$ cat src/eoa_pkg.sv
// Shared types, constants and helpers for the encoder odometry accumulator.
package eoa_pkg;

  localparam int unsigned ADDR_W      = 5;
  localparam int unsigned DATA_W      = 32;
  localparam int unsigned SCALE_W     = 24;
  localparam int unsigned INC_W       = 32;
  localparam int unsigned TOTAL_W     = 32;
  localparam int unsigned OUT_ACC_W   = 48;
  localparam int unsigned MUL_A_W     = 33;
  localparam int unsigned PROD_W      = MUL_A_W + SCALE_W + 1;
  localparam int unsigned WIDE_W      = 64;
  localparam int unsigned IN_DATA_W   = 8;
  localparam int unsigned IN_USER_W   = 2;
  localparam int unsigned OUT_DATA_W  = 2 * INC_W + 4 * OUT_ACC_W + 2 * TOTAL_W;
  localparam int unsigned QUEUE_DEPTH = 4;
  localparam int unsigned QPTR_W      = $clog2(QUEUE_DEPTH);
  localparam int unsigned QCNT_W      = QPTR_W + 1;

  localparam logic [SCALE_W-1:0] MM_PER_COUNT_RESET = 24'd18000;
  localparam logic [SCALE_W-1:0] DEG_PER_MM_RESET   = 24'd46000;

  localparam logic [2:0] REG_LEFT_REV  = 3'd0;
  localparam logic [2:0] REG_RIGHT_REV = 3'd1;
  localparam logic [2:0] REG_MM_LEFT   = 3'd2;
  localparam logic [2:0] REG_MM_RIGHT  = 3'd3;
  localparam logic [2:0] REG_DEG       = 3'd4;

  localparam logic [IN_USER_W-1:0] ACT_LEFT  = 2'd0;
  localparam logic [IN_USER_W-1:0] ACT_RIGHT = 2'd1;
  localparam logic [IN_USER_W-1:0] ACT_TICK  = 2'd2;
  localparam logic [IN_USER_W-1:0] ACT_CLEAR = 2'd3;

  typedef enum logic [1:0] {
    CMD_STEP_L,
    CMD_STEP_R,
    CMD_TICK,
    CMD_CLEAR
  } cmd_e;

  typedef enum logic [2:0] {
    BK_IDLE,
    BK_MUL_L,
    BK_MUL_R,
    BK_SAT_R,
    BK_MUL_T,
    BK_WRITE
  } bk_state_e;

  typedef struct packed {
    cmd_e op;
    logic up;
  } cmd_t;

  typedef struct packed {
    logic               left_rev;
    logic               right_rev;
    logic [SCALE_W-1:0] mm_left;
    logic [SCALE_W-1:0] mm_right;
    logic [SCALE_W-1:0] deg;
  } cfg_t;

  typedef struct packed {
    logic [TOTAL_W-1:0]   total_right;
    logic [TOTAL_W-1:0]   total_left;
    logic [OUT_ACC_W-1:0] wheel_right;
    logic [OUT_ACC_W-1:0] wheel_left;
    logic [OUT_ACC_W-1:0] angle;
    logic [OUT_ACC_W-1:0] distance;
    logic [INC_W-1:0]     increment_right;
    logic [INC_W-1:0]     increment_left;
  } result_t;

  function automatic logic signed [INC_W-1:0] sat_inc(input logic signed [PROD_W-1:0] p);
    logic [PROD_W-INC_W:0] upper;
    logic signed [INC_W-1:0] r;
    upper = p[PROD_W-1:INC_W-1];
    if ((&upper) || !(|upper)) begin
      r = p[INC_W-1:0];
    end else if (p[PROD_W-1]) begin
      r = {1'b1, {(INC_W-1){1'b0}}};
    end else begin
      r = {1'b0, {(INC_W-1){1'b1}}};
    end
    return r;
  endfunction

endpackage

$ cat src/eoa_cfg_regs.sv
// Configuration register file behind the APB-style port.
module eoa_cfg_regs (
  input  logic                       clk_i,
  input  logic                       rst_ni,
  input  logic                       psel,
  input  logic                       penable,
  input  logic                       pwrite,
  input  logic [eoa_pkg::ADDR_W-1:0] paddr,
  input  logic [eoa_pkg::DATA_W-1:0] pwdata,
  output logic [eoa_pkg::DATA_W-1:0] prdata,
  output logic                       pready,
  output eoa_pkg::cfg_t              cfg_o
);

  eoa_pkg::cfg_t cfg_q;
  logic [2:0]    idx;
  logic          wr_en;

  assign idx    = paddr[4:2];
  assign wr_en  = psel && penable && pwrite;
  assign pready = 1'b1;
  assign cfg_o  = cfg_q;

  always_ff @(posedge clk_i or negedge rst_ni) begin
    if (!rst_ni) begin
      cfg_q.left_rev  <= 1'b0;
      cfg_q.right_rev <= 1'b0;
      cfg_q.mm_left   <= eoa_pkg::MM_PER_COUNT_RESET;
      cfg_q.mm_right  <= eoa_pkg::MM_PER_COUNT_RESET;
      cfg_q.deg       <= eoa_pkg::DEG_PER_MM_RESET;
    end else if (wr_en) begin
      case (idx)
        eoa_pkg::REG_LEFT_REV:  cfg_q.left_rev  <= pwdata[0];
        eoa_pkg::REG_RIGHT_REV: cfg_q.right_rev <= pwdata[0];
        eoa_pkg::REG_MM_LEFT:   cfg_q.mm_left   <= pwdata[eoa_pkg::SCALE_W-1:0];
        eoa_pkg::REG_MM_RIGHT:  cfg_q.mm_right  <= pwdata[eoa_pkg::SCALE_W-1:0];
        eoa_pkg::REG_DEG:       cfg_q.deg       <= pwdata[eoa_pkg::SCALE_W-1:0];
        default: ;
      endcase
    end
  end

  always_comb begin
    case (idx)
      eoa_pkg::REG_LEFT_REV:  prdata = {{(eoa_pkg::DATA_W-1){1'b0}}, cfg_q.left_rev};
      eoa_pkg::REG_RIGHT_REV: prdata = {{(eoa_pkg::DATA_W-1){1'b0}}, cfg_q.right_rev};
      eoa_pkg::REG_MM_LEFT:   prdata = eoa_pkg::DATA_W'(cfg_q.mm_left);
      eoa_pkg::REG_MM_RIGHT:  prdata = eoa_pkg::DATA_W'(cfg_q.mm_right);
      eoa_pkg::REG_DEG:       prdata = eoa_pkg::DATA_W'(cfg_q.deg);
      default:                prdata = '0;
    endcase
  end

endmodule

$ cat config.mk
export PLATFORM = sky130hd
export DESIGN_NAME = eoa_cfg_regs
export DESIGN_NICKNAME = d
export VERILOG_FILES = /design/src/eoa_pkg.sv /design/src/eoa_cfg_regs.sv
export SDC_FILE = /design/constraint.sdc
export NUM_CORES = 1
export LEC_CHECK = 0
export ABC_AREA = 0
export CORE_UTILIZATION = 50
export CTS_CLUSTER_SIZE = 14
export DETAILED_ROUTE_END_ITERATION = 8
export DONT_BUFFER_PORTS = 1
export GPL_ROUTABILITY_DRIVEN = 0
export PLACE_DENSITY = 0.67
export SLEW_MARGIN = 25
export SYNTH_ARGS = -nofsm -noshare
export SYNTH_HDL_FRONTEND = slang
export SYNTH_SLANG_ARGS = --single-unit
export TNS_END_PERCENT = 100
$ cat constraint.sdc
create_clock -name clk_i -period 2.8 [get_ports clk_i]
set_input_delay 0.28 -clock clk_i [delete_from_list [all_inputs] [get_ports clk_i]]
set_output_delay 0.28 -clock clk_i [all_outputs]
set_load 0.005 [all_outputs]
==> results of run 1 <==
layer usage:
layer,track usage,wire length [µm]
met4,0.0773,60
met5,0,0
met1,0.250,3020
met2,0.341,3520
met3,0.0895,592
Yosys cell counts, drive strengths merged:
master and number:
a211o 1, buf 20, clkbuf 4, conb 2
dfrtp 56, dfstp 18, inv 2, mux2 74
mux2i 25, nand2b 3, nand3 1, nor2 2
nor3 5, nor4 1, o2bb2ai 22, o32ai 1
logic make-up (layout without fill, tap and decap cells):
kind of cell	after synthesis	count (layout)	share of synthesized area
compound gates	24	24	0.0606
buf+inv	26	28	0.0559
flops	74	74	0.541
mux	99	99	0.313
other cells	2	9	0.00217
simple gates	12	12	0.0281
per-stage QoR:
step / std cells / hold WS [ns]
2_1_floorplan: 244 / -0.0156
6_report: 323 / 0.0652
5_1_grt: 323 / 0.0356
3_3_place_gp: 305 / -0.0137
3_5_place_dp: 305 / -0.0137
4_1_cts: 323 / 0.0454
worst max path at each step:
stage / end / start
floorplan: prdata[10] / paddr[2]
global placement: cfg_o[44] / paddr[4]
detailed placement: cfg_o[36] / paddr[4]
CTS: prdata[3] / paddr[4]
global route: prdata[9] / paddr[4]
finish: prdata[3] / paddr[4]
critical path: stages:
cell and delay (ns):
sky130_fd_sc_hd__nand2b_1 0.47, sky130_fd_sc_hd__buf_4 0.38, sky130_fd_sc_hd__o2bb2ai_1 0.22
where the power goes:
part | total (mW) | switching, mW | internal [mW]
clock network | 0.752 | 0.406 | 0.345
logic | 0.345 | 0.132 | 0.213
registers | 1.53 | 0.216 | 1.32
repair_timing:
action                                  in CTS  in global routing
hold buffers                                 2                  0
endpoints found under the hold margin       74                  0
endpoints found under the setup margin       0                  0
area by class of cell:
cell class                 instances  area [µm²]
clock buffer                      10         138
clock inverter                     6        41.3
fill                             546        2820
inverter                           2        7.51
multi-input combinational        144        1430
sequential                        74        1870
tap                               77        96.3
timing repair buffer              10         123
==> qor.csv, run 1 <==
stage;metric;value;unit
outcome;outcome;finished, final reports clean;
cts;later_pin_clock_latency_in_the_skew_report;0.34;ns
synth;yosysUniqueCellTypes;22;
finish;final_cell_mix;sky130_fd_sc_hd__mux2_2, sky130_fd_sc_hd__dfrtp_1, sky130_fd_sc_hd__mux2i_1;
floorplan;floorplan.die_area;7270;µm²
critical_path;crit_type;in2out;
critical_path;r2r_start;cfg_o[50];
synth;ys_ff_latch;74;
grt;antenna_found_initial;0;
timing;remaining_max_slew_budget_at_the_tightest_pin;0.474;
grt;grt_pass1_vias;2139;
timing;fin_crit_sh;0.587;
critical_path;worstPathArrival;1.36;ns
floorplan;die_h;85.3;µm
floorplan;core.rowCount;29;
power_and_ir_drop;p_leak;1.63;nW
placed_design;post-dp-hpwl;4740;µm
worst_hold_path;holdPathStages;1;
timing;grt_setup_unrepaired;no;
critical_path;crit_required;2.52;ns
timing;timing.fmax;0.608;GHz
finish;final_common_cell;sky130_fd_sc_hd__mux2_2;
placed_design;port_buffers;0;
finish;final_design_area_no_fill;3710;µm²
critical_path;startpoint_type;input pin;
critical_path;worst-r2r-cell-count;1;
cts;cts_num_sinks;74;
synth;post-synth-top-area-fraction;0.404;
timing;setup_violations;0;
detailed_routing;avgRoutedWirePerCell;22.3;µm
timing;timing_worst_slew_pin_value;0.789;ns
cts;cts_setup_buffers;0;
grt;grt-ovfl-total;0;
placed_design;pre_cts_ws;0.886;ns
power_and_ir_drop;max-vdd-ir-drop;0.000441;V
critical_path;crit_path_max_fanout;14;
worst_hold_path;worst_hold_startpoint;pwdata[13];
critical_path;ff2ff_setup_slack;1.97;ns
finish;post-route-util;0.569;
timing;final-max-slew-violation-count;0;
detailed_routing;vias_per_cell;6.13;
critical_path;worst_setup_path_end_kind;output pin;
floorplan;fp.dieW;85.3;µm
synth;dominant_cells_by_area_after_synthesis;sky130_fd_sc_hd__dfrtp_1, sky130_fd_sc_hd__mux2_2, sky130_fd_sc_hd__dfstp_2, sky130_fd_sc_hd__mux2i_1, sky130_fd_sc_hd__o2bb2ai_1;
finish;diodes_inserted;0;
detailed_routing;initialDrtViolationCount;49;
power_and_ir_drop;cellPowerDensity;708;nW/µm²
detailed_routing;route.antenna.remaining_nets;0;
synth;synth.yosys.seq_area_share;0.541;
cts;clock_tree.root_cell;sky130_fd_sc_hd__clkbuf_8;
critical_path;timing.rr.end;cfg_o[50];
detailed_routing;detailedRoute.firstPassIterationCount;4;
cts;cts_tree;built;
worst_hold_path;holdPathEnd;cfg_o[37];
detailed_routing;remaining_drc_errors;0;
finish;largest_register_ffs;74;
floorplan;initial_core_utilization;0.531;
floorplan;design.core.area;6530;µm²
timing;finalWorstPathRequiredPeriod;1.64;ns
worst_hold_path;min_path_type;in2reg;
timing;worst_clock_skew;0;ns
floorplan;floorplan.io_pins;149;
placed_design;placed_cell_area;3500;µm²
power_and_ir_drop;finalPower;2.63;mW
cts;number_of_buffers_on_the_longest_clock_path;2;
job;drv_cap;0;
synth;gate_count_after_technology_mapping;237;
cts;cts_repair_resize_count;0;
grt;grt_start_max_net_pins;75;
timing;report.final.hold_viol_count;0;
finish;nNetsFinal;283;
detailed_routing;totalWireLength;7190;µm
finish;share_of_final_layout_standard_cells_stronger_than_drive_strength_1;0.480;
finish;area_growth_syn_to_layout;7.11;%
synth;ys.warnings.count;0;
timing;totalNegativeSetupSlack;0;ns
cts;h-tree-depth;3;
timing;post-route-worst-setup-slack;1.16;ns
grt;grt_first_pass_wirelength;11400;µm
grt;gr-usage-all-layers;0.210;
synth;synth.avg_cell_area;14.6;µm²
synth;synth_largest_area_cell;sky130_fd_sc_hd__dfrtp_1;
synth;synth_area;3470;µm²
detailed_routing;num_vias;1981;
cts;cts_inserted_buffers;9;
cts;clkTransAtPathRegs;0.08;ns
(Power assumes the default switching activity.)
==> run 2, diff against run 1 <==
==> constraint.sdc (replaced) <==
create_clock -name clk_i -period 1.66 [get_ports clk_i]
set_input_delay 0.166 -clock clk_i [delete_from_list [all_inputs] [get_ports clk_i]]
set_output_delay 0.166 -clock clk_i [all_outputs]
set_load 0.005 [all_outputs]
==> qor.csv, run 2 (synthesis gave the netlist of run 1 again) <==
stage;metric;value;unit
outcome;outcome;finished with violations;
outcome;failed_checks;hold timing;
timing;timing.fmax;0.657;GHz
cts;cts_num_sinks;74;
detailed_routing;remaining_drc_errors;0;
placed_design;placed_cell_area;3490;µm²
grt;grt_first_pass_wirelength;11400;µm
floorplan;initial_core_utilization;0.531;
cts;cts_tree;built;
cts;cts_repair_resize_count;0;
power_and_ir_drop;finalPower;4.79;mW
cts;cts_setup_buffers;0;
timing;final-max-slew-violation-count;0;
worst_hold_path;min_path_type;in2async;
detailed_routing;num_vias;2030;
placed_design;port_buffers;0;
floorplan;die_h;85.3;µm
placed_design;post-dp-hpwl;4650;µm
finish;final_common_cell;sky130_fd_sc_hd__mux2_2;
cts;later_pin_clock_latency_in_the_skew_report;0.33;ns
detailed_routing;initialDrtViolationCount;74;
detailed_routing;detailedRoute.firstPassIterationCount;3;
timing;setup_violations;0;
grt;grt_most_used_layer;met2;
cts;clkTransAtPathRegs;0.07;ns
floorplan;floorplan.io_pins;149;
critical_path;crit_path_max_fanout;3;
critical_path;crit_type;reg2out;
floorplan;fp.dieW;85.3;µm
finish;diodes_inserted;0;
finish;final_cell_mix;sky130_fd_sc_hd__mux2_2, sky130_fd_sc_hd__dfrtp_1, sky130_fd_sc_hd__mux2i_1;
timing;report.final.hold_viol_count;74;
critical_path;worst_setup_path_end_kind;output pin;
grt;grt_start_max_net_pins;75;
grt;grtUsageMet3;0.0827;
floorplan;core.rowCount;29;
detailed_routing;totalWireLength;7230;µm
timing;worst_clock_skew;0;ns
timing;grt_setup_unrepaired;no;
job;drv_cap;0;
cts;h-tree-depth;3;
power_and_ir_drop;p_leak;1.75;nW
timing;totalNegativeSetupSlack;0;ns
cts;clock_tree.root_cell;sky130_fd_sc_hd__clkbuf_8;
floorplan;floorplan.die_area;7270;µm²
grt;grt_pass1_vias;2111;
power_and_ir_drop;max-vdd-ir-drop;0.000785;V
grt;met1_usage;0.267;
cts;cts_inserted_buffers;9;
floorplan;design.core.area;6530;µm²
cts;cts_hold_buf;24;
finish;nNetsFinal;306;
finish;area_growth_syn_to_layout;14.5;%
critical_path;startpoint_type;flip-flop;
cts;number_of_buffers_on_the_longest_clock_path;2;
grt;grt-ovfl-total;0;
grt;globalRouteMet2Util;0.335;
grt;antenna_found_initial;0;
grt;gr-usage-all-layers;0.210;
finish;post-route-util;0.608;
timing;fin_hold_ws;-0.483;ns
critical_path;worstPathArrival;1.36;ns
placed_design;dpl.cell_count;306;
power_and_ir_drop;cellPowerDensity;1210;nW/µm²
detailed_routing;avgRoutedWirePerCell;20.9;µm
finish;share_of_final_layout_standard_cells_stronger_than_drive_strength_1;0.439;
finish;layout.cells.non_filler;346;
detailed_routing;route.antenna.remaining_nets;0;
finish;final_design_area_no_fill;3970;µm²
critical_path;crit_required;1.49;ns
finish;largest_register_ffs;74;
timing;fin_crit_sh;0.916;
timing;finalWorstPathRequiredPeriod;1.52;ns
detailed_routing;vias_per_cell;5.87;
run 2: layout make-up:
class                   instances  area, µm²
clock buffers                  12        165
clock inverters                 4       72.6
fillers                       512       2560
inverters                       2       7.51
multi-input cells             144       1430
flip-flops and latches         74       1870
well taps                      77       96.3
repair buffers                 33        320
run 2: critical path, cell delays in order, from the launching register on:
cell,delay (ns)
sky130_fd_sc_hd__dfstp_2,0.57
sky130_fd_sc_hd__inv_1,0.05
sky130_fd_sc_hd__o32ai_1,0.41
run 2: worst paths after layout:
path	start	end	slack (ns)	depth (start not counted)
max in group asynchronous	rst_ni	cfg_o[7]	1.94	0
setup reg to reg	cfg_o[50]	cfg_o[50]	0.82	1
hold / removal	rst_ni	cfg_o[73]	-0.48	0
hold reg to reg	cfg_o[37]	cfg_o[37]	0.54	1
setup / recovery	cfg_o[9]	prdata[9]	0.14	2
min in group clk_i	paddr[4]	cfg_o[73]	0.10	2
run 2: stage by stage:
step	setup WS [ns]	hold WS, ns
6_report	0.139	-0.483
5_1_grt	0.0546	-0.514
4_1_cts	0.131	-0.507
3_5_place_dp	0.198	-0.128
3_3_place_gp	0.214	-0.128
2_1_floorplan	0.249	-0.130
run 2: routing by layer:
layer	up-vias	share of wire	wire [µm]
met5	-	0	0
met4	0	0.010	74
met3	9	0.071	511
met2	91	0.48	3500
met1	1029	0.44	3150
li1	901	-	-
run 2: power breakdown:
group | switching [mW] | internal, mW | leakage [nW] | total [mW]
Combinational | 0.211 | 0.388 | 0.730 | 0.600
Clock | 0.642 | 0.967 | 0.119 | 1.61
Sequential | 0.362 | 2.22 | 0.904 | 2.59
Total | 1.22 | 3.58 | 1.75 | 4.79
==> run 3, diff against run 2 <==
--- a/config.mk
+++ b/config.mk
@@ -7,6 +7,7 @@
 export LEC_CHECK = 0
 export ABC_AREA = 0
 export CORE_UTILIZATION = 50
+export CTS_BUF_LIST = sky130_fd_sc_hd__clkbuf_16
 export CTS_CLUSTER_SIZE = 14
 export DETAILED_ROUTE_END_ITERATION = 8
 export DONT_BUFFER_PORTS = 1
==> qor.csv, run 3 (synthesis gave the netlist of run 1 again) <==
stage;metric;value;unit
outcome;outcome;finished with violations;
finish;final_design_area_no_fill;4040;µm²
placed_design;port_buffers;0;
critical_path;ff2ff_setup_slack;0.82;ns
critical_path;worstPathArrival;1.34;ns
finish;post-route-util;0.619;
critical_path;cp_slowest_cell;sky130_fd_sc_hd__dfstp_2;
critical_path;r2r_start;cfg_o[50];
cts;cts_inserted_buffers;9;
placed_design;pre_cts_ws;0.198;ns
detailed_routing;initialDrtViolationCount;57;
grt;grt_pass1_vias;2107;
job;drv_cap;0;
cts;later_pin_clock_latency_in_the_skew_report;0.32;ns
floorplan;fp.dieW;85.3;µm
cts;cts_tree;built;
timing;setup_violations;0;
grt;grt-ovfl-total;0;
placed_design;placed_cell_area;3490;µm²
floorplan;floorplan.io_pins;149;
grt;grt_first_pass_wirelength;11300;µm
timing;grt_setup_unrepaired;no;
power_and_ir_drop;p_leak;1.78;nW
finish;final_common_cell;sky130_fd_sc_hd__mux2_2;
grt;gr-usage-all-layers;0.210;
worst_hold_path;min_path_type;in2async;
critical_path;slowest_delay;0.56;ns
timing;fin_hold_ws;-0.467;ns
floorplan;design.core.area;6530;µm²
power_and_ir_drop;max-vdd-ir-drop;0.000945;V
power_and_ir_drop;cellPowerDensity;1290;nW/µm²
floorplan;initial_core_utilization;0.531;
timing;post-route-worst-setup-slack;0.158;ns
detailed_routing;route.antenna.remaining_nets;0;
finish;diodes_inserted;0;
critical_path;crit_required;1.49;ns
critical_path;worst_setup_path_end_kind;output pin;
detailed_routing;totalWireLength;7300;µm
grt;antenna_found_initial;0;
critical_path;startpoint_type;flip-flop;
critical_path;worst-r2r-cell-count;1;
critical_path;timing.rr.end;cfg_o[50];
timing;fin_crit_sh;0.905;
placed_design;post-dp-hpwl;4650;µm
finish;final_cell_mix;sky130_fd_sc_hd__mux2_2, sky130_fd_sc_hd__dfrtp_1, sky130_fd_sc_hd__mux2i_1;
detailed_routing;remaining_drc_errors;0;
timing;report.final.hold_viol_count;74;
cts;cts_hold_buf;24;
cts;h-tree-depth;3;
cts;clkTransAtPathRegs;0.05;ns
critical_path;crit_path_max_fanout;3;
detailed_routing;detailedRoute.firstPassIterationCount;4;
detailed_routing;vias_per_cell;5.97;
grt;grt_start_max_net_pins;75;
timing;worst_clock_skew;0;ns
detailed_routing;num_vias;2065;
detailed_routing;avgRoutedWirePerCell;21.1;µm
outcome;failed_checks;hold timing;
timing;timing.fmax;0.666;GHz
critical_path;cp_cell_sequence;inv_1 > o32ai_1;
placed_design;dpl.cell_count;306;
floorplan;die_h;85.3;µm
floorplan;floorplan.die_area;7270;µm²
critical_path;crit_type;reg2out;
timing;totalNegativeSetupSlack;0;ns
critical_path;endpoint;prdata[9];
cts;cts_repair_resize_count;0;
timing;final-max-slew-violation-count;0;
timing;finalWorstPathRequiredPeriod;1.50;ns
cts;clock_tree.root_cell;sky130_fd_sc_hd__clkbuf_16;
cts;cts_num_sinks;74;
cts;number_of_buffers_on_the_longest_clock_path;2;
floorplan;core.rowCount;29;
finish;layout.cells.non_filler;346;
finish;share_of_final_layout_standard_cells_stronger_than_drive_strength_1;0.428;
finish;largest_register_ffs;74;
finish;area_growth_syn_to_layout;16.6;%
finish;nNetsFinal;306;
critical_path;cp-startpoint;cfg_o[9];
## run 3: cell count changes in the layout (fill, tap and decap cells not counted), sizes merged
| cell | delta |
|---|---|
| clkinv | +3 |
| clkbuf | -3 |
## run 3: area by class of cell
cell class	instances	area (µm²)
timing repair buffer	33	320
clock buffer	9	225
multi-input combinational	144	1430
inverter	2	7.51
sequential	74	1870
tap	77	96.3
fill	513	2490
clock inverter	7	83.8
## run 3: metal layers
layer / up-vias / part of all wire / wire (µm) / global-route usage
met5: - / 0 / 0 / 0
met4: 0 / 0.012 / 91 / 0.0803
met3: 9 / 0.072 / 528 / 0.0768
met2: 99 / 0.50 / 3640 / 0.337
met1: 1050 / 0.42 / 3050 / 0.261
li1: 907 / - / - / -
## run 3: worst min path at each step
| stage | startpoint | to | slack (ns) | cells after the start |
|---|---|---|---|---|
| after floorplan | rst_ni | cfg_o[0] | -0.13 | 0 |
| after CTS | rst_ni | cfg_o[10] | -0.48 | 0 |
| final | rst_ni | cfg_o[73] | -0.47 | 0 |
| after global placement | rst_ni | cfg_o[73] | -0.13 | 0 |
| after detailed placement | rst_ni | cfg_o[73] | -0.13 | 0 |
| after global routing | rst_ni | cfg_o[1] | -0.48 | 0 |
## run 3: what timing repair did
| action | 4_1_cts | 5_1_grt |
|---|---|---|
| buffers inserted | 0 | 0 |
| endpoints found under the setup margin | 0 | 0 |
| endpoints found under the hold margin | 148 | 74 |
## run 3: power by group
| part | leakage [nW] | switching [mW] | internal (mW) |
|---|---|---|---|
| registers | 0.904 | 0.364 | 2.23 |
| logic | 0.730 | 0.212 | 0.388 |
| clock network | 0.148 | 0.708 | 1.30 |
## run 3: worst max-delay path, delay by kind of cell (launching register included)
family	cells	cell delay, ns
buf+inv	1	0.05
flops	1	0.56
compound gates	1	0.41
## run 3: through the flow
stage               total power, mW  hold WS [ns]
detailed placement             3.17        -0.128
global placement               3.14        -0.128
CTS                            5.25        -0.480
floorplan                      3.03        -0.130
global route                   5.42        -0.485
finish                         5.19        -0.467
