==> config.mk <==
export PLATFORM = sky130hd
export DESIGN_NAME = eoa_front
export DESIGN_NICKNAME = d
export VERILOG_FILES = /design/src/eoa_pkg.sv /design/src/eoa_front.sv
export SDC_FILE = /design/constraint.sdc
export NUM_CORES = 1
export LEC_CHECK = 0
export ABC_AREA = 1
export BUFFER_PORTS_ARGS = -buffer_cell sky130_fd_sc_hd__buf_2
export CORE_ASPECT_RATIO = 1.75
export CORE_MARGIN = 2
export CORE_UTILIZATION = 38
export DETAILED_ROUTE_END_ITERATION = 6
export PLACE_DENSITY = 0.89
export SLEW_MARGIN = 40
export SYNTH_ARGS = -nofsm -noshare
export SYNTH_HDL_FRONTEND = slang
export SYNTH_SLANG_ARGS = --single-unit
export TNS_END_PERCENT = 100
==> constraint.sdc <==
create_clock -name clk_i -period 2.45 [get_ports clk_i]
set_input_delay 0.49 -clock clk_i [delete_from_list [all_inputs] [get_ports clk_i]]
set_output_delay 0.49 -clock clk_i [all_outputs]
set_load 0.03 [all_outputs]
==> src/eoa_pkg.sv <==
// Shared types, constants and helpers for the encoder odometry accumulator.
package eoa_pkg;

  localparam int unsigned ADDR_W      = 5;
  localparam int unsigned DATA_W      = 32;
  localparam int unsigned SCALE_W     = 24;
  localparam int unsigned INC_W       = 32;
  localparam int unsigned TOTAL_W     = 32;
  localparam int unsigned OUT_ACC_W   = 48;
  localparam int unsigned MUL_A_W     = 33;
  localparam int unsigned PROD_W      = MUL_A_W + SCALE_W + 1;
  localparam int unsigned WIDE_W      = 64;
  localparam int unsigned IN_DATA_W   = 8;
  localparam int unsigned IN_USER_W   = 2;
  localparam int unsigned OUT_DATA_W  = 2 * INC_W + 4 * OUT_ACC_W + 2 * TOTAL_W;
  localparam int unsigned QUEUE_DEPTH = 4;
  localparam int unsigned QPTR_W      = $clog2(QUEUE_DEPTH);
  localparam int unsigned QCNT_W      = QPTR_W + 1;

  localparam logic [SCALE_W-1:0] MM_PER_COUNT_RESET = 24'd18000;
  localparam logic [SCALE_W-1:0] DEG_PER_MM_RESET   = 24'd46000;

  localparam logic [2:0] REG_LEFT_REV  = 3'd0;
  localparam logic [2:0] REG_RIGHT_REV = 3'd1;
  localparam logic [2:0] REG_MM_LEFT   = 3'd2;
  localparam logic [2:0] REG_MM_RIGHT  = 3'd3;
  localparam logic [2:0] REG_DEG       = 3'd4;

  localparam logic [IN_USER_W-1:0] ACT_LEFT  = 2'd0;
  localparam logic [IN_USER_W-1:0] ACT_RIGHT = 2'd1;
  localparam logic [IN_USER_W-1:0] ACT_TICK  = 2'd2;
  localparam logic [IN_USER_W-1:0] ACT_CLEAR = 2'd3;

  typedef enum logic [1:0] {
    CMD_STEP_L,
    CMD_STEP_R,
    CMD_TICK,
    CMD_CLEAR
  } cmd_e;

  typedef enum logic [2:0] {
    BK_IDLE,
    BK_MUL_L,
    BK_MUL_R,
    BK_SAT_R,
    BK_MUL_T,
    BK_WRITE
  } bk_state_e;

  typedef struct packed {
    cmd_e op;
    logic up;
  } cmd_t;

  typedef struct packed {
    logic               left_rev;
    logic               right_rev;
    logic [SCALE_W-1:0] mm_left;
    logic [SCALE_W-1:0] mm_right;
    logic [SCALE_W-1:0] deg;
  } cfg_t;

  typedef struct packed {
    logic [TOTAL_W-1:0]   total_right;
    logic [TOTAL_W-1:0]   total_left;
    logic [OUT_ACC_W-1:0] wheel_right;
    logic [OUT_ACC_W-1:0] wheel_left;
    logic [OUT_ACC_W-1:0] angle;
    logic [OUT_ACC_W-1:0] distance;
    logic [INC_W-1:0]     increment_right;
    logic [INC_W-1:0]     increment_left;
  } result_t;

  function automatic logic signed [INC_W-1:0] sat_inc(input logic signed [PROD_W-1:0] p);
    logic [PROD_W-INC_W:0] upper;
    logic signed [INC_W-1:0] r;
    upper = p[PROD_W-1:INC_W-1];
    if ((&upper) || !(|upper)) begin
      r = p[INC_W-1:0];
    end else if (p[PROD_W-1]) begin
      r = {1'b1, {(INC_W-1){1'b0}}};
    end else begin
      r = {1'b0, {(INC_W-1){1'b1}}};
    end
    return r;
  endfunction

endpackage

==> src/eoa_front.sv <==
// Input side: accepts beats, decodes them into commands and queues them.
module eoa_front (
  input  logic                          clk_i,
  input  logic                          rst_ni,
  input  logic                          s_axis_tvalid,
  output logic                          s_axis_tready,
  input  logic [eoa_pkg::IN_DATA_W-1:0] s_axis_tdata,
  input  logic [eoa_pkg::IN_USER_W-1:0] s_axis_tuser,
  input  eoa_pkg::cfg_t                 cfg_i,
  output logic                          cmd_valid_o,
  output eoa_pkg::cmd_t                 cmd_o,
  input  logic                          cmd_pop_i
);

  eoa_pkg::cmd_t                 mem_q [eoa_pkg::QUEUE_DEPTH];
  logic [eoa_pkg::QPTR_W-1:0]    wr_ptr_q, rd_ptr_q;
  logic [eoa_pkg::QCNT_W-1:0]    count_q;
  eoa_pkg::cmd_t                 entry;
  logic                          push, pop;

  assign s_axis_tready = count_q != eoa_pkg::QCNT_W'(eoa_pkg::QUEUE_DEPTH);
  assign push          = s_axis_tvalid && s_axis_tready;
  assign cmd_valid_o   = count_q != '0;
  assign pop           = cmd_pop_i && cmd_valid_o;
  assign cmd_o         = mem_q[rd_ptr_q];

  always_comb begin
    case (s_axis_tuser)
      eoa_pkg::ACT_LEFT: begin
        entry.op = eoa_pkg::CMD_STEP_L;
        entry.up = s_axis_tdata[0] ^ cfg_i.left_rev;
      end
      eoa_pkg::ACT_RIGHT: begin
        entry.op = eoa_pkg::CMD_STEP_R;
        entry.up = s_axis_tdata[0] ^ cfg_i.right_rev;
      end
      eoa_pkg::ACT_TICK: begin
        entry.op = eoa_pkg::CMD_TICK;
        entry.up = 1'b0;
      end
      default: begin
        entry.op = eoa_pkg::CMD_CLEAR;
        entry.up = 1'b0;
      end
    endcase
  end

  always_ff @(posedge clk_i) begin
    if (push) begin
      mem_q[wr_ptr_q] <= entry;
    end
  end

  always_ff @(posedge clk_i or negedge rst_ni) begin
    if (!rst_ni) begin
      wr_ptr_q <= '0;
      rd_ptr_q <= '0;
      count_q  <= '0;
    end else begin
      if (push) begin
        wr_ptr_q <= wr_ptr_q + 1'b1;
      end
      if (pop) begin
        rd_ptr_q <= rd_ptr_q + 1'b1;
      end
      if (push && !pop) begin
        count_q <= count_q + 1'b1;
      end else if (pop && !push) begin
        count_q <= count_q - 1'b1;
      end
    end
  end

endmodule

==> impl_metrics.env, run 1 <==
export IMPL_final_period_utilization_pct=74.9
export IMPL_syn2layout_area_growth_pct=13.2
export IMPL_antenna_cells=0
export IMPL_critPathTopFamily="flip-flops"
export IMPL_coreArea_sq_um=2430
export IMPL_fin_skew_ps=3.36
export IMPL_p_per_area_nw_per_um2=1230
export IMPL_critical_path_class="reg -> out"
export IMPL_synth_nets=186
export IMPL_grt_pass1_wl_microns=2680
export IMPL_cts_root_buffer="clkbuf_8"
export IMPL_peakVddDrop_uv=498
export IMPL_startpoint="rd_ptr_q[0]"
export IMPL_routabilityCongestion=0.712
export IMPL_slew_violations=0
export IMPL_drive_above_1_share_pct=24.5
export IMPL_status="finished clean"
export IMPL_fmax_mhz=545
export IMPL_syn_inst=92
export IMPL_clock_sinks=19
export IMPL_hold_path_class="in -> async"
export IMPL_drv_cap=0
export IMPL_rsz0062_at_grt="no"
export IMPL_path_buf_inv=2
export IMPL_setup_viol=0
export IMPL_die_h_microns=70.2
export IMPL_cts_buffer_depth=2
export IMPL_fin_nets=201
export IMPL_numCtsBuffers=3
export IMPL_start_util_pct=39.1
export IMPL_fin_setup_tns_ps=0
export IMPL_clk_insertion_delay_late_ps=250
export IMPL_wire_per_inst_microns=11.3
export IMPL_p_switching_uw=558
export IMPL_portBuffers=13
export IMPL_yosysTopAreaCellShare_pct=37.9
export IMPL_ant_nets=0
export IMPL_reg2reg_from="count_q[0]"
export IMPL_internal_power_uw=762
export IMPL_firstDrtPassIters=4
export IMPL_cts_tree="built"
export IMPL_seqPwrFrac_pct=40.7
export IMPL_endpoint="cmd_o[1]"
export IMPL_tightest_slew_ps=319
export IMPL_yosys_warnings=0
export IMPL_crit_chain="inv_2, o21ai_0, o22ai_1, buf_2"
export IMPL_layout_common_cells="inv_1 (13), buf_2 (13), nand2_1 (12), edfxtp_1 (12), nor2_1 (11)"
export IMPL_critPathLaunchType="flop"
export IMPL_finalPower_mw=1.32
export IMPL_synth_area_sq_um=951
export IMPL_critPathArrivalTime_ps=1340
export IMPL_cts_resized=0
export IMPL_cp_slowest_cell="dfrtp_1"
export IMPL_grt_pass1_vias=653
export IMPL_vias_per_cell=4.76
export IMPL_power_leakage_nw=0.487
export IMPL_critPathMaxStageDelay_ps=530
export IMPL_reg2reg_to="count_q[2]"
export IMPL_ioPinCount=93
export IMPL_slew_headroom_pct=78.6
export IMPL_yosys_area_top_type="edfxtp_1"
export IMPL_crit_path_end_kind="output port"
export IMPL_crit_cells=4
export IMPL_synth_distinct_cells=21
export IMPL_drc=0
export IMPL_drt_total_wl_microns=1490
export IMPL_rrSetupSlack_ps=630
export IMPL_combPwrFrac_pct=43.4
export IMPL_track_usage_pct=12.1
export IMPL_ys_ff_latch=19
export IMPL_grt_max_degree=12
export IMPL_clock_power_share_pct=15.9
export IMPL_worstPathRequired_ps=1960
export IMPL_dp_slack_ps=598
export IMPL_fp_row_count=24
export IMPL_design_area_sq_um=1080
export IMPL_grt_overflow=0
export IMPL_worstRegToRegCells=10
export IMPL_avgSynthCellArea_sq_um=10.3
export IMPL_dp_final_hpwl_microns=1230
export IMPL_setup_slack_ps=616
export IMPL_final_hold_violation_count=0
export IMPL_finish_utilization_pct=44.2
export IMPL_htree_levels=1
export IMPL_p_sw_share_pct=42.3
export IMPL_post_cts_buffers=0
export IMPL_synth_seq_area_share_pct=56.3
export IMPL_antenna_found_initial=0
export IMPL_first_iter_violations=12
export IMPL_via_count=628
export IMPL_dieArea_sq_um=2930
export IMPL_placed_area_sq_um=1030
export IMPL_die_w_microns=41.8
export IMPL_clk_pin_slew_ps=60
export IMPL_postCtsHoldBufs=0
export IMPL_min_period_ps=1830
export IMPL_cp_max_fo=9
export IMPL_synthTopCellsByArea="edfxtp_1 (38%), dfrtp_1 (18%), ha_1 (6.6%)"
## synth_stat cells, drive strengths merged
| cell type | number |
|---|---|
| inv | 17 |
| nand2 | 14 |
| edfxtp | 12 |
| nor2 | 11 |
| o21ai | 8 |
| dfrtp | 7 |
| nand3 | 6 |
| ha | 5 |
| o22ai | 3 |
| clkbuf | 2 |
| xnor2 | 2 |
| xor2 | 2 |
| a21oi | 1 |
| buf | 1 |
| fa | 1 |
## power groups by stage
stage | registers (mW) | logic [mW] | clock network (mW)
floorplan | 0.507 | 0.486 | 0
global placement | 0.533 | 0.555 | 0
detailed placement | 0.543 | 0.584 | 0
CTS | 0.537 | 0.586 | 0.212
global route | 0.554 | 0.653 | 0.226
finish | 0.537 | 0.572 | 0.210
## layout make-up
class                   instances  area (sq um)
clock buffers                   3          41.3
clock inverters                 1          5.00
fillers                       237          1360
inverters                      17          63.8
multi-input cells              53           333
flip-flops and latches         19           536
well taps                      26          32.5
repair buffers                 13          65.1
## worst min path at each step
| stage | startpoint | endpoint | cells past startpoint |
|---|---|---|---|
| final | rst_ni | wr_ptr_q[1] | 1 |
| after global routing | rst_ni | count_q[0] | 1 |
| after CTS | rst_ni | count_q[1] | 1 |
| after detailed placement | rst_ni | count_q[1] | 1 |
| after global placement | rst_ni | count_q[2] | 1 |
| after floorplan | rst_ni | count_q[0] | 0 |
## per-layer routing
layer  vias to the layer above  routed length [microns]  share of wire, %  track usage, %
li1                        319                        -                 -               -
met1                       286                      569                38            12.2
met2                        18                      787                53            22.0
met3                         5                       79               5.3            1.03
met4                         0                       49               3.3            8.60
met5                         -                        0                 0               0
## stage by stage
stage	instances	hold slack, ps
2_1_floorplan	92	194
3_3_place_gp	128	327
3_5_place_dp	128	331
4_1_cts	132	58.5
5_1_grt	132	58.8
6_report	132	57.1
## state kept, by name, summed over array words and instances (netlist names)
name,flops
count_q,3
mem_q,12
rd_ptr_q,2
wr_ptr_q,2
## kinds of logic after synthesis
logic type	share of synthesized area, %
AOI/OAI and AO/OA	6.71
xor gates and xnor gates	4.47
adders and majority gates	8.68
buffers and inverters	8.68
DFF	56.3
and+or+nand+nor	15.1
(Power assumes the default switching activity.)
==> run 2, diff against run 1 <==
--- a/config.mk
+++ b/config.mk
@@ -9,9 +9,9 @@
 export BUFFER_PORTS_ARGS = -buffer_cell sky130_fd_sc_hd__buf_2
 export CORE_ASPECT_RATIO = 1.75
 export CORE_MARGIN = 2
-export CORE_UTILIZATION = 38
+export CORE_UTILIZATION = 32
 export DETAILED_ROUTE_END_ITERATION = 6
-export PLACE_DENSITY = 0.89
+export PLACE_DENSITY = 0.8
 export SLEW_MARGIN = 40
 export SYNTH_ARGS = -nofsm -noshare
 export SYNTH_HDL_FRONTEND = slang
==> constraint.sdc (replaced) <==
create_clock -name clk_i -period 1.5 [get_ports clk_i]
set_input_delay 0.3 -clock clk_i [delete_from_list [all_inputs] [get_ports clk_i]]
set_output_delay 0.3 -clock clk_i [all_outputs]
set_load 0.03 [all_outputs]
==> run 2 against run 1 <==
The flow now finishes with violations (setup timing); wire length is 13% higher; flip-flop and latch count unchanged; sequential share of layout area decreased by 7.6 points; first-iteration DRC count is 25% lower; clock skew shrank 1.4 ps; worst setup slack worse by 700 ps; non-clock buffer count increased by 15; die area increased by 17%; critical path type is now reg -> reg; largest cell class unchanged; highest routed layer unchanged.
==> impl_metrics.env, run 2 (synthesis results as in run 1) <==
export IMPL_internal_power_mw=1.55
export IMPL_critPathMaxStageDelay_ps=390
export IMPL_first_iter_violations=9
export IMPL_drv_cap=0
export IMPL_power_leakage_nw=0.564
export IMPL_critical_path_class="reg -> reg"
export IMPL_drc=0
export IMPL_drive_above_1_share_pct=46.3
export IMPL_worstPathRequired_ps=1640
export IMPL_grt_max_degree=12
export IMPL_cp_slowest_cell="dfrtp_1"
export IMPL_clock_power_share_pct=13.1
export IMPL_fin_nets=216
export IMPL_die_h_microns=76.1
export IMPL_grt_pass1_vias=671
export IMPL_dieArea_sq_um=3440
export IMPL_ff_latch_area_sq_um=538
export IMPL_fmax_mhz=632
export IMPL_ant_nets=0
export IMPL_fillCellCount=273
export IMPL_setup_viol=3
export IMPL_design_area_sq_um=1270
export IMPL_p_sw_share_pct=40.8
export IMPL_finalPower_mw=2.62
export IMPL_clk_insertion_delay_late_ps=250
export IMPL_tightest_slew_ps=272
export IMPL_htree_levels=1
export IMPL_top_register="mem_q"
export IMPL_fin_setup_tns_ps=-144
export IMPL_fp_row_count=26
export IMPL_min_period_ps=1580
export IMPL_track_usage_pct=10.8
export IMPL_finish_utilization_pct=44.5
export IMPL_setup_slack_ps=-81.2
export IMPL_ioPinCount=93
export IMPL_routabilityCongestion=0.850
export IMPL_wire_per_inst_microns=11.3
export IMPL_slew_headroom_pct=81.8
export IMPL_cts_buffer_depth=2
export IMPL_rsz0062_at_grt="yes"
export IMPL_cp_max_fo=3
export IMPL_slew_violations=0
export IMPL_crit_chain="inv_2, nand3_4, nand2_4, ha_4, inv_2, fa_2, nand2_1, nand3_2, xor2_1"
export IMPL_cts_root_buffer="clkbuf_8"
export IMPL_dp_cells=138
export IMPL_final_hold_violation_count=0
export IMPL_placed_area_sq_um=1130
export IMPL_final_period_utilization_pct=105
export IMPL_critPathArrivalTime_ps=1730
export IMPL_p_per_area_nw_per_um2=2060
export IMPL_p_switching_mw=1.07
export IMPL_cts_tree="built"
export IMPL_fin_skew_ps=1.92
export IMPL_portBuffers=13
export IMPL_antenna_found_initial=0
export IMPL_path_buf_inv=2
export IMPL_crit_path_end_kind="flop"
export IMPL_hold_path_class="in -> reg"
export IMPL_syn2layout_area_growth_pct=34.1
export IMPL_multi_input_area_sq_um=393
export IMPL_firstDrtPassIters=4
export IMPL_drt_total_wl_microns=1680
export IMPL_grt_pass1_wl_microns=2750
export IMPL_coreArea_sq_um=2860
export IMPL_critPathLaunchType="flop"
export IMPL_cpMostUsedCell="inv_2"
export IMPL_seqPwrFrac_pct=33.3
export IMPL_via_count=687
export IMPL_antenna_cells=0
export IMPL_combPwrFrac_pct=53.6
export IMPL_clk_pin_slew_ps=70
export IMPL_violations="setup timing"
export IMPL_layout_commonest_cell="buf_4"
export IMPL_critPathTopFamily="adder cells"
export IMPL_status="finished with violations"
export IMPL_start_util_pct=33.2
export IMPL_clock_sinks=19
export IMPL_grt_overflow=0
export IMPL_peakVddDrop_uv=872
export IMPL_layout_common_cells="buf_4 (16), nand2_1 (12), edfxtp_1 (12)"
export IMPL_top_regs="mem_q: 12 flops, count_q: 3 flops"
export IMPL_vias_per_cell=4.61
export IMPL_numCtsBuffers=3
export IMPL_final_cells=149
export IMPL_dp_final_hpwl_microns=1240
export IMPL_largest_reg_flops=12
export IMPL_die_w_microns=45.2
## run 2: changes by cell type in the layout (fill, tap and decap cells not counted), moves of 2 or more
cell / delta
dfrtp_2: +2
buf_4: +16
o21ai_2: +2
nor2_2: +5
buf_2: -3
nand3_4: +2
inv_2: +2
dfrtp_1: -2
inv_1: -4
nor2_1: -5
o21ai_0: -5
o21ai_1: +3
## run 2: worst register-to-register path, delay by kind of cell, from the launching register on
| family | cells | cell delay (ps) |
|---|---|---|
| DFF | 1 | 390 |
| xor gates and xnor gates | 1 | 140 |
| buffers and inverters | 2 | 150 |
| and+or+nand+nor | 4 | 330 |
| adders and majority gates | 2 | 470 |
## run 2: layout make-up
class	count	area share (%)
Multi-Input combinational cell	53	30.8
Timing Repair Buffer	28	15.0
Sequential cell	19	42.2
Inverter	17	5.59
Clock inverter	1	0.393
Tap cell	28	2.75
Clock buffer	3	3.24
## run 2: path summary, 6_finish.rpt
path | start | end | slack [ps] | cells after the start
worst max register to register | count_q[1] | count_q[2] | -80 | 9
max in group asynchronous | rst_ni | rd_ptr_q[1] | 910 | 2
worst min register to register | wr_ptr_q[1] | wr_ptr_q[1] | 540 | 2
min in group asynchronous | rst_ni | rd_ptr_q[0] | 410 | 2
worst max-delay path | count_q[1] | count_q[2] | -80 | 9
worst min-delay path | s_axis_tuser[1] | mem_q[3][2] | 290 | 1
## run 2: power by group through the flow
| stage | combinational (mW) | clock, mW | sequential [mW] |
|---|---|---|---|
| global placement | 1.12 | 0 | 0.860 |
| finish | 1.40 | 0.344 | 0.873 |
| CTS | 1.33 | 0.349 | 0.861 |
| floorplan | 0.869 | 0 | 0.832 |
| global route | 1.55 | 0.370 | 0.895 |
| detailed placement | 1.17 | 0 | 0.869 |
## run 2: through the flow
stage | setup WS (ps) | hold slack (ps)
after global routing | -169 | 302
after detailed placement | -141 | 152
after global placement | -92.1 | 144
after floorplan | -203 | 4.41
final | -81.2 | 294
after CTS | -79.3 | 289
## run 2: layer usage
metal  global-route usage, %  vias to the layer above  wire length, microns  part of all wire (%)
met1                    10.5                      316                   570                    34
li1                        -                      352                     -                     -
met5                       0                        -                     0                     0
met4                    4.41                        0                    26                   1.6
met3                    1.42                        4                    57                   3.4
met2                    20.7                       15                  1020                    61
## run 2: what timing repair did
item	4_1_cts	5_1_grt
hold buffers	1	0
pin swaps	8	5
setup buffers	4	2
resized for setup	13	11
endpoints found under the hold margin	7	0
endpoints found under the setup margin	5	5
==> run 3, diff against run 2 <==
--- a/config.mk
+++ b/config.mk
@@ -9,9 +9,9 @@
 export BUFFER_PORTS_ARGS = -buffer_cell sky130_fd_sc_hd__buf_2
 export CORE_ASPECT_RATIO = 1.75
 export CORE_MARGIN = 2
-export CORE_UTILIZATION = 32
+export CORE_UTILIZATION = 38
 export DETAILED_ROUTE_END_ITERATION = 6
-export PLACE_DENSITY = 0.8
+export PLACE_DENSITY = 0.89
 export SLEW_MARGIN = 40
 export SYNTH_ARGS = -nofsm -noshare
 export SYNTH_HDL_FRONTEND = slang
==> constraint.sdc (replaced) <==
create_clock -name clk_i -period 1.9 [get_ports clk_i]
set_input_delay 0.38 -clock clk_i [delete_from_list [all_inputs] [get_ports clk_i]]
set_output_delay 0.38 -clock clk_i [all_outputs]
set_load 0.03 [all_outputs]
==> run 3 against run 2 <==
The flow now finishes without violations; flip-flop and latch count unchanged; non-clock buffer count shrank 13; utilization is 0.47 points higher; fmax decreased by 12%; critical path depth unchanged; count of clock-buffer cells in the layout unchanged; critical path type unchanged; critical endpoint unchanged; largest cell class unchanged; largest power group unchanged.
==> impl_metrics.env, run 3 (synthesis results as in run 1) <==
export IMPL_fin_setup_tns_ps=0
export IMPL_portBuffers=13
export IMPL_fmax_mhz=554
export IMPL_critPathArrivalTime_ps=1940
export IMPL_tightest_slew_ps=319
export IMPL_p_per_area_nw_per_um2=1570
export IMPL_top_regs="mem_q: 12 flops, count_q: 3 flops"
export IMPL_antenna_cells=0
export IMPL_antenna_found_initial=0
export IMPL_worstPathRequired_ps=2040
export IMPL_drt_total_wl_microns=1510
export IMPL_path_buf_inv=2
export IMPL_first_iter_violations=8
export IMPL_grt_pass1_vias=653
export IMPL_crit_path_end_kind="flop"
export IMPL_endpoint="count_q[2]"
export IMPL_power_leakage_nw=0.495
export IMPL_vias_per_cell=4.76
export IMPL_slew_violations=0
export IMPL_clk_insertion_delay_late_ps=250
export IMPL_cts_root_buffer="clkbuf_8"
export IMPL_fp_row_count=24
export IMPL_final_cells=134
export IMPL_drc=0
export IMPL_wire_per_inst_microns=11.3
export IMPL_routabilityCongestion=0.712
export IMPL_coreArea_sq_um=2430
export IMPL_peakVddDrop_uv=656
export IMPL_fin_nets=203
export IMPL_drv_cap=0
export IMPL_grt_overflow=0
export IMPL_cp_slowest_cell="dfrtp_2"
export IMPL_critPathMaxStageDelay_ps=440
export IMPL_largest_reg_flops=12
export IMPL_reg2reg_to="count_q[2]"
export IMPL_top_register="mem_q"
export IMPL_startpoint="count_q[0]"
export IMPL_cts_tree="built"
export IMPL_final_hold_violation_count=0
export IMPL_rrSetupSlack_ps=100
export IMPL_slew_headroom_pct=78.6
export IMPL_grt_pass1_wl_microns=2680
export IMPL_critical_path_class="reg -> reg"
export IMPL_clk_pin_slew_ps=70
export IMPL_rsz0062_at_grt="no"
export IMPL_critPathLaunchType="flop"
export IMPL_fillCellCount=236
export IMPL_clock_sinks=19
export IMPL_final_period_utilization_pct=94.9
export IMPL_multi_input_area_sq_um=333
export IMPL_ioPinCount=93
export IMPL_reg2reg_from="count_q[0]"
export IMPL_status="finished clean"
export IMPL_firstDrtPassIters=4
export IMPL_layout_common_cells="inv_1 (13), buf_2 (13), nand2_1 (12), edfxtp_1 (12), nor2_1 (11)"
export IMPL_start_util_pct=39.1
export IMPL_dieArea_sq_um=2930
export IMPL_ff_latch_area_sq_um=537
export IMPL_finish_utilization_pct=45.0
export IMPL_design_area_sq_um=1090
export IMPL_placed_area_sq_um=1030
export IMPL_syn2layout_area_growth_pct=15.1
export IMPL_dp_final_hpwl_microns=1230
export IMPL_die_h_microns=70.2
export IMPL_via_count=638
export IMPL_die_w_microns=41.8
export IMPL_ant_nets=0
export IMPL_fin_skew_ps=3.33
export IMPL_setup_viol=0
export IMPL_hold_ws_ps=370
export IMPL_crit_cells=9
export IMPL_crit_chain="inv_2, nand3_2, nand2_2, ha_1, inv_1, fa_1, nand2_1, nand3_1, xor2_1"
export IMPL_drive_above_1_share_pct=25.9
export IMPL_critPathTopFamily="adder cells"
export IMPL_htree_levels=1
export IMPL_cp_max_fo=4
export IMPL_hold_path_class="in -> reg"
export IMPL_min_period_ps=1800
export IMPL_grt_max_degree=12
export IMPL_dp_cells=128
export IMPL_numCtsBuffers=3
export IMPL_track_usage_pct=12.1
export IMPL_worstRegToRegCells=9
export IMPL_cts_buffer_depth=2
run 3: cell count changes in the layout (fill, tap and decap cells not counted), moves of 3 or more:
cell | previous run | this run
buf_2 | 10 | 13
nor2_2 | 5 | 0
buf_4 | 16 | 1
o21ai_0 | 2 | 7
nor2_1 | 6 | 11
inv_1 | 9 | 13
o21ai_1 | 4 | 1
run 3: worst min path at each step:
stage	startpoint	to	slack, ps	cells past startpoint
3_3_place_gp	rst_ni	count_q[2]	220	1
6_report	s_axis_tuser[1]	mem_q[1][2]	370	1
3_5_place_dp	rst_ni	count_q[1]	220	1
5_1_grt	s_axis_tuser[1]	mem_q[1][2]	370	1
4_1_cts	s_axis_tuser[1]	mem_q[1][2]	370	1
2_1_floorplan	rst_ni	count_q[0]	80	0
run 3: worst reg2reg max path, cell delays in order, from the launching register on:
cell     delay (ps)
dfrtp_2         440
inv_2            80
nand3_2         100
nand2_2         100
ha_1            170
inv_1            70
fa_1            390
nand2_1         100
nand3_1         100
xor2_1          150
run 3: timing repair:
action	in CTS	in global routing
setup endpoints to repair	0	2
gates resized for setup	0	1
hold buffers	1	0
endpoints found under the hold margin	7	0
setup buffers	0	1
run 3: area by class of cell:
cell class | count | area share [%]
Clock buffer | 3 | 3.77
Clock inverter | 1 | 0.457
Inverter | 17 | 5.83
Multi-Input combinational cell | 53 | 30.4
Sequential cell | 19 | 49.0
Tap cell | 26 | 2.97
Timing Repair Buffer | 15 | 7.54
run 3: power breakdown:
| group | internal [mW] | switching, mW |
|---|---|---|
| registers | 0.580 | 0.114 |
| logic | 0.269 | 0.484 |
| clock network | 0.146 | 0.125 |
| total | 0.995 | 0.723 |
run 3: stage by stage:
step | setup slack, ps | total power [mW]
finish | 96.0 | 1.72
global route | 26.7 | 1.87
CTS | 58.1 | 1.72
detailed placement | 67.1 | 1.45
global placement | 194 | 1.40
floorplan | 79.3 | 1.28
run 3: routing by layer:
| layer | routed length (microns) | vias to the layer above | GRT usage, % | part of all wire, % |
|---|---|---|---|---|
| met1 | 579 | 290 | 12.2 | 38 |
| met2 | 807 | 18 | 22.0 | 53 |
| met4 | 49 | 0 | 8.60 | 3.2 |
| met3 | 78 | 5 | 1.03 | 5.2 |
| met5 | 0 | - | 0 | 0 |
| li1 | - | 325 | - | - |
